$ cat config.mk
export PLATFORM = sky130hd
export DESIGN_NAME = task_event_flag_unit
export DESIGN_NICKNAME = d
export VERILOG_FILES = /design/src/rtl/tefu_pkg.sv /design/src/rtl/tefu_in_reg.sv /design/src/rtl/tefu_flag_tbl.sv /design/src/rtl/tefu_out_reg.sv /design/src/rtl/task_event_flag_unit.sv
export SDC_FILE = /design/constraint.sdc
export NUM_CORES = 2
export LEC_CHECK = 0
export BUFFER_PORTS_ARGS = -buffer_cell sky130_fd_sc_hd__buf_2
export CORE_MARGIN = 8
export CORE_UTILIZATION = 44
export DETAILED_ROUTE_END_ITERATION = 12
export PLACE_DENSITY = 0.61
export SLEW_MARGIN = 25
export SYNTH_ARGS = -nofsm -noshare
export SYNTH_HDL_FRONTEND = slang
export SYNTH_SLANG_ARGS = --single-unit
$ cat constraint.sdc
create_clock -name clock -period 5.2 [get_ports clock]
set_clock_uncertainty 0.05 [all_clocks]
set_input_delay 1.3 -clock clock [delete_from_list [all_inputs] [get_ports clock]]
set_output_delay 1.3 -clock clock [all_outputs]
set_load 0.05 [all_outputs]
$ cat src/rtl/tefu_pkg.sv
// shared types, codes and sizes for the task event flag unit
// no dependencies

package tefu_pkg;

   localparam int TASKS     = 16;
   localparam int FLAG_BITS = 32;
   localparam int TASK_W    = 4;
   localparam int MASK_W    = 32;
   localparam int TIDX_W    = (TASKS > 1) ? $clog2(TASKS) : 1;

   localparam logic [2:0] OP_GET     = 3'd0;
   localparam logic [2:0] OP_SET     = 3'd1;
   localparam logic [2:0] OP_CLEAR   = 3'd2;
   localparam logic [2:0] OP_QUERY   = 3'd3;
   localparam logic [2:0] OP_TIMEOUT = 3'd4;

   localparam logic [2:0] ST_OK      = 3'd0;
   localparam logic [2:0] ST_NOT_MET = 3'd1;
   localparam logic [2:0] ST_INVALID = 3'd2;
   localparam logic [2:0] ST_WAITING = 3'd3;
   localparam logic [2:0] ST_TIMEOUT = 3'd4;

   typedef logic [FLAG_BITS-1:0] flags_type;

   typedef struct packed {
      logic [2:0]        op;
      logic [TASK_W-1:0] task_req;
      logic [MASK_W-1:0] mask;
      logic              mode_all;
      logic              may_wait;
   } req_item_type;

   typedef struct packed {
      logic [2:0]        status;
      logic [MASK_W-1:0] flags_seen;
      logic              woke;
   } rsp_item_type;

   function automatic logic cond_met(flags_type have, flags_type want, logic all);
      if (all) begin
         return (have & want) == want;
      end
      return (have & want) != '0;
   endfunction

endpackage

$ cat src/rtl/tefu_in_reg.sv
// input register stage holding one accepted request word
// depends on tefu_pkg

module tefu_in_reg
   import tefu_pkg::*;
(
   input  logic         clock,
   input  logic         reset,
   input  logic         in_valid,
   output logic         in_ready,
   input  req_item_type in_item,
   input  logic         advance,
   output logic         item_valid,
   output req_item_type item
);

   logic         valid_ff, valid_in;
   req_item_type item_ff, item_in;

   assign in_ready = !valid_ff || advance;

   always_comb begin
      valid_in = valid_ff;
      item_in  = item_ff;
      if (in_ready) begin
         valid_in = in_valid;
         item_in  = in_item;
      end
   end

   always_ff @(posedge clock) begin
      if (reset) begin
         valid_ff <= 1'b0;
      end else begin
         valid_ff <= valid_in;
      end
      item_ff <= item_in;
   end

   assign item_valid = valid_ff;
   assign item       = item_ff;

endmodule

$ cat src/rtl/tefu_flag_tbl.sv
// per-task flag table with the get/set/clear/query/timeout evaluation
// depends on tefu_pkg

module tefu_flag_tbl
   import tefu_pkg::*;
(
   input  logic         clock,
   input  logic         reset,
   input  logic         fire,
   input  req_item_type item,
   output rsp_item_type result
);

   flags_type cur_ff    [TASKS];
   flags_type wanted_ff [TASKS];
   logic      all_ff    [TASKS];
   logic      waiting_ff[TASKS];

   logic              in_range;
   logic [TIDX_W-1:0] idx;
   flags_type         m, cur, want, or_v;
   logic              w_all, w_wait;
   logic              wr_en;
   flags_type         cur_in, want_in;
   logic              all_in, wait_in;
   flags_type         seen;

   assign in_range = {1'b0, item.task_req} < (TASK_W+1)'(TASKS);
   assign idx      = TIDX_W'(item.task_req);
   assign m        = item.mask[FLAG_BITS-1:0];
   assign cur      = cur_ff[idx];
   assign want     = wanted_ff[idx];
   assign w_all    = all_ff[idx];
   assign w_wait   = waiting_ff[idx];
   assign or_v     = cur | m;

   always_comb begin
      wr_en         = 1'b0;
      cur_in        = cur;
      want_in       = want;
      all_in        = w_all;
      wait_in       = w_wait;
      seen          = '0;
      result.status = ST_INVALID;
      result.woke   = 1'b0;
      if (in_range) begin
         unique case (item.op)
            OP_GET: begin
               if (m != '0) begin
                  wr_en   = 1'b1;
                  seen    = cur;
                  want_in = '0;
                  all_in  = 1'b0;
                  wait_in = 1'b0;
                  if (cond_met(cur, m, item.mode_all)) begin
                     cur_in        = cur & ~m;
                     result.status = ST_OK;
                  end else if (!item.may_wait) begin
                     result.status = ST_NOT_MET;
                  end else begin
                     want_in       = m;
                     all_in        = item.mode_all;
                     wait_in       = 1'b1;
                     result.status = ST_WAITING;
                  end
               end
            end
            OP_SET: begin
               if (m != '0) begin
                  wr_en         = 1'b1;
                  seen          = or_v;
                  cur_in        = or_v;
                  result.status = ST_OK;
                  if (w_wait && cond_met(or_v, want, w_all)) begin
                     cur_in      = or_v & ~want;
                     want_in     = '0;
                     all_in      = 1'b0;
                     wait_in     = 1'b0;
                     result.woke = 1'b1;
                  end
               end
            end
            OP_CLEAR: begin
               if (m != '0) begin
                  wr_en         = 1'b1;
                  cur_in        = cur & ~m;
                  seen          = cur & ~m;
                  result.status = ST_OK;
               end
            end
            OP_QUERY: begin
               seen          = cur;
               result.status = ST_OK;
            end
            OP_TIMEOUT: begin
               if (w_wait) begin
                  wr_en         = 1'b1;
                  want_in       = '0;
                  all_in        = 1'b0;
                  wait_in       = 1'b0;
                  seen          = cur;
                  result.status = ST_TIMEOUT;
               end
            end
            default: begin
               wr_en = 1'b0;
            end
         endcase
      end
      result.flags_seen = MASK_W'(seen);
   end

   always_ff @(posedge clock) begin
      if (reset) begin
         for (int i = 0; i < TASKS; i++) begin
            cur_ff[i]     <= '0;
            wanted_ff[i]  <= '0;
            all_ff[i]     <= 1'b0;
            waiting_ff[i] <= 1'b0;
         end
      end else if (fire && wr_en) begin
         cur_ff[idx]     <= cur_in;
         wanted_ff[idx]  <= want_in;
         all_ff[idx]     <= all_in;
         waiting_ff[idx] <= wait_in;
      end
   end

endmodule

$ cat src/rtl/tefu_out_reg.sv
// result register that holds one response word until it is taken
// depends on tefu_pkg

module tefu_out_reg
   import tefu_pkg::*;
(
   input  logic         clock,
   input  logic         reset,
   input  logic         in_valid,
   input  rsp_item_type in_item,
   output logic         advance,
   output logic         out_valid,
   input  logic         out_ready,
   output rsp_item_type out_item
);

   logic         valid_ff, valid_in;
   rsp_item_type item_ff, item_in;

   assign advance = !valid_ff || out_ready;

   always_comb begin
      valid_in = valid_ff;
      item_in  = item_ff;
      if (advance) begin
         valid_in = in_valid;
         item_in  = in_item;
      end
   end

   always_ff @(posedge clock) begin
      if (reset) begin
         valid_ff <= 1'b0;
      end else begin
         valid_ff <= valid_in;
      end
      item_ff <= item_in;
   end

   assign out_valid = valid_ff;
   assign out_item  = item_ff;

endmodule

$ cat src/rtl/task_event_flag_unit.sv
// task event flag unit: per-task event flags with any/all waits
// depends on tefu_pkg, tefu_in_reg, tefu_flag_tbl, tefu_out_reg
//
// usage: requests enter on the req_ stream, one word per operation (get, set,
// clear, query, timeout); every request yields exactly one word on rsp_.
// a request is registered on acceptance and evaluated against the flag table
// once the response register can take a word; the table is then written back
// and the response register is loaded in the same cycle. rsp_tvalid is high
// while the response register holds a word. throughput is one word per cycle
// while rsp_tready stays high: the table lives in flip-flops with one read and
// one write port, so a request sees the update of the one before it.
// when the receiver holds rsp_tready low the response register keeps its
// word, the input register fills, and req_tready drops; nothing is lost.
// reset clears every task's flags, wanted mask, mode and waiting state and
// empties both registers.

module task_event_flag_unit
   import tefu_pkg::*;
(
   input  logic        clock,
   input  logic        reset,
   input  logic        req_tvalid,
   output logic        req_tready,
   input  logic [39:0] req_tdata,   // task_req[3:0], mask[35:4], mode_all[36], may_wait[37]
   input  logic [2:0]  req_tuser,   // op
   output logic        rsp_tvalid,
   input  logic        rsp_tready,
   output logic [39:0] rsp_tdata,   // flags_seen[31:0], woke[32]
   output logic [2:0]  rsp_tuser    // status
);

   req_item_type req_item, s1_item;
   rsp_item_type tbl_result, rsp_item;
   logic         s1_valid, advance;

   assign req_item.op       = req_tuser;
   assign req_item.task_req = req_tdata[TASK_W-1:0];
   assign req_item.mask     = req_tdata[TASK_W+MASK_W-1:TASK_W];
   assign req_item.mode_all = req_tdata[TASK_W+MASK_W];
   assign req_item.may_wait = req_tdata[TASK_W+MASK_W+1];

   tefu_in_reg u_in_reg (
      .clock      (clock),
      .reset      (reset),
      .in_valid   (req_tvalid),
      .in_ready   (req_tready),
      .in_item    (req_item),
      .advance    (advance),
      .item_valid (s1_valid),
      .item       (s1_item)
   );

   tefu_flag_tbl u_flag_tbl (
      .clock  (clock),
      .reset  (reset),
      .fire   (s1_valid && advance),
      .item   (s1_item),
      .result (tbl_result)
   );

   tefu_out_reg u_out_reg (
      .clock     (clock),
      .reset     (reset),
      .in_valid  (s1_valid),
      .in_item   (tbl_result),
      .advance   (advance),
      .out_valid (rsp_tvalid),
      .out_ready (rsp_tready),
      .out_item  (rsp_item)
   );

   assign rsp_tuser = rsp_item.status;
   assign rsp_tdata = {7'd0, rsp_item.woke, rsp_item.flags_seen};

endmodule
==> metrics.md <==
| Metric | Value |
|---|---|
| Outcome | finished with violations |
| Failing checks | negative setup slack |
| Slew @ Worst Pin | 1.18 ns |
| Slowest cell on crit path | a221oi_1 |
| Sw Ratio | 27.5% |
| Synthesis-stage register bit count | 1139 |
| Max VDD drop | 0.336 mV |
| Tcrit/Tclk final | 101% |
| Clock Path Buffers | 3 |
| Hold Crit Class | flop to flop |
| Relative slew margins | 21.6% |
| Number of I/O port buffers | 82 |
| Crit path kind | flop to flop |
| Fillers | 11018 |
| I/O pin count | 92 |
| Placed wire-length estimate | 140000 um |
| CP max FO | 77 |
| Layout cells sized above 1 | 24.8% |
| Rows | 132 |
| Die height | 376 um |
| Commonest cells after routing, fill and taps aside | edfxtp_1 (1133), nor2_1 (354), a21oi_1 (353) |
| Area growth from synthesis to final layout | 13.9% |
| Total chip power | 22.3 mW |
| Vias in the first global route | 42127 |
| Fin cells | 6047 |
| Initial core utilization | 44.2% |
| Net Sw Power | 6.12 mW |
| Critical path cell sequence | inv_2, buf_4, mux2_2, a221oi_1, a32o_1, o21ai_0, o31ai_1, buf_4, a41oi_2, buf_4, nor2_4, buf_8, a32o_1 |
| Cells after Synth | 4177 |
| Iteration count of the initial detailed-routing pass | 6 |
| Worst slack, placed | 0.172 ns |
| Logic pwr share | 14.2% |
| Die area | 141000 um^2 |
| Clk slew on worst S/H paths | 0.06 ns |
| Vias | 43639 |
| CP endpoint kind | flop |
| First-pass GRT wire length | 318000 um |
| Largest stage delay, worst path | 0.64 ns |
| Maxcap violations | 0 |
| Die Span X | 376 um |
| Nets | 4255 |
| Register area share after synthesis | 59.9% |
| Setup Viol. Count Final | 142 |
| Routed WL | 229000 um |
| P_leak | 22.0 nW |
| Sequential power share | 47.7% |
| H-Tree Level Count | 3 |
| PD cells | 344 nW/um^2 |
| Mean Syn Cell Area | 13.6 um^2 |
| Synth Warn # | 0 |
| Placed Cells | 5828 |
| Top-area cell type share of the netlist area | 59.7% |
| CTS buffer count | 117 |
| Asr flop ratio synth | 0% |
| Design Area, Final | 64900 um^2 |
| Drc violations | 0 |
| Final worst setup slack | -0.0713 ns |
| Final Hold Fails | 0 |
| Initial antenna violation count | 7 |
| CTS tree | built |
| CTS Sinks | 1139 |
| EDFF count, synth | 1133 |
| Layout Utilization | 50.3% |
| Clock root buffer | clkbuf_16 |
| Leading area contributor after synthesis | edfxtp_1 |
| Flop2flop setup slack | -0.07 ns |
| Slew Viols, Final | 0 |
| Placer congestion estimate | 1.06 |
| Core Region | 129000 um^2 |
| Ys flop type | edfxtp_1 |
| Cell variety after synth | 89 |
| Internal | 16.2 mW |
| First DRT Iteration DRCs | 7127 |
| Main area contributors after synthesis | edfxtp_1 (60%), mux4_2 (9.1%), o32ai_1 (4.6%) |
| Wirelength per Cell | 37.9 um |
| CP Data Required Time | 5.76 ns |
| GRT Util Overall | 31.3% |
| Pin count of the biggest net entering global routing | 156 |
| CP arrival | 5.83 ns |
| DRT antenna net count | 0 |
| Clk pwr share | 38.1% |
| Setup crit start kind | flop |
| Cell area after synthesis | 57000 um^2 |
| Clock latency on the worst-skew pair | 0.78 ns |
| Grt ovf | 0 |
| Vias per cell | 7.22 |
| Most common cell after layout, fill and taps aside | edfxtp_1 |
| Max Clock Freq | 190 MHz |
| DP Area | 61000 um^2 |
| CP dominant cell by count | buf_4 |
| Tmin final | 5.27 ns |
## final cells by class
class | instances | area [um^2] | area share [%]
antenna | 2 | 5.00 | 0.00771
multi-input combinational | 2484 | 20600 | 31.7
timing repair buffer | 424 | 4020 | 6.19
clock inverter | 67 | 641 | 0.988
clock buffer | 147 | 3150 | 4.86
tap | 1742 | 2180 | 3.36
sequential | 1139 | 34200 | 52.7
inverter | 42 | 159 | 0.245
## state kept, by name, indices dropped and copies added, names as in the netlist, named ones only
register,cells
u_out_reg.out_valid,1
u_out_reg.out_item,36
u_flag_tbl.wanted_ff,512
u_in_reg.item,41
u_flag_tbl.cur_ff,512
u_in_reg.item_valid,1
u_flag_tbl.all_ff,16
u_flag_tbl.waiting_ff,16
## critical path: cells and delay by family, from the launching register on
kind | cells | cell delay, ns
buf+inv | 5 | 1.75
compound gates | 6 | 1.90
flops | 1 | 0.49
mux | 1 | 0.38
simple gates | 1 | 0.46
## final timing paths
| path | cells past startpoint | to | from |
|---|---|---|---|
| max | 13 | u_flag_tbl.wanted_ff[15][11]$_SDFFCE_PN0P_ | flop |
| min | 2 | u_out_reg.out_valid$_SDFFE_PP0P_ | u_in_reg.item_valid$_SDFFE_PP0N_ |
| max reg2reg | 13 | u_flag_tbl.wanted_ff[15][11]$_SDFFCE_PN0P_ | flop |
| min reg2reg | 2 | u_out_reg.out_valid$_SDFFE_PP0P_ | u_in_reg.item_valid$_SDFFE_PP0N_ |
## timing repair
item / 4_1_cts / 5_1_grt
hold buffers: 0 / 0
buffers inserted: 0 / 1
setup endpoints to repair: 0 / 290
endpoints found under the hold margin: 0 / 0
gates resized for setup: 0 / 5
## cells by family after synthesis
| kind of cell | after synthesis | share of synthesized area (%) |
|---|---|---|
| AO/OA/AOI/OAI | 1268 | 16.6 |
| flip-flops | 1139 | 59.9 |
| AND/OR/NAND/NOR | 793 | 6.25 |
| buffers and inverters | 561 | 4.59 |
| multiplexers | 415 | 12.6 |
| other | 1 | 0.00658 |
## through the flow
stage | TNS [ns] | hold WS [ns]
finish | -4.47 | 0.632
global route | -0.000460 | 0.639
CTS | 0 | 0.594
detailed placement | 0 | 0.601
global placement | 0 | 0.597
floorplan | 0 | 0.446
## per-layer routing
metal  share of wire (%)  GRT usage (%)  up-vias
met5               0.074          0.789        -
met4                 6.3           16.4        4
met3                  14           10.0      803
met2                  43           45.9     3686
met1                  37           41.6    22131
li1                    -              -    17015
## power by group through the flow
| stage | logic, mW | clock network, mW | registers [mW] |
|---|---|---|---|
| 2_1_floorplan | 1.71 | 0 | 10.8 |
| 4_1_cts | 3.05 | 8.52 | 10.6 |
| 6_report | 3.17 | 8.49 | 10.6 |
| 5_1_grt | 3.23 | 8.83 | 10.6 |
| 3_5_place_dp | 3.04 | 0 | 10.8 |
| 3_3_place_gp | 3.02 | 0 | 10.8 |
## synthesized netlist by cell type, types with 17 or more instances
cell type and instances:
a22oi_1 20, nor2_1 365, nor4_1 17, clkbuf_1 304, buf_2 137, nand2_1 177
buf_4 42, mux4_2 230, mux2i_1 63, nor3_1 37, o32ai_1 301, nand3_1 64
o21a_1 23, nor2b_1 17, a211oi_1 17, o22ai_1 99, and2_1 23, edfxtp_1 1133
nand2b_1 30, mux2_2 122, o21ai_0 113, buf_6 24, a21oi_1 353, inv_1 35
a32o_1 163
Note: power is estimated with default switching activity, not from simulation.
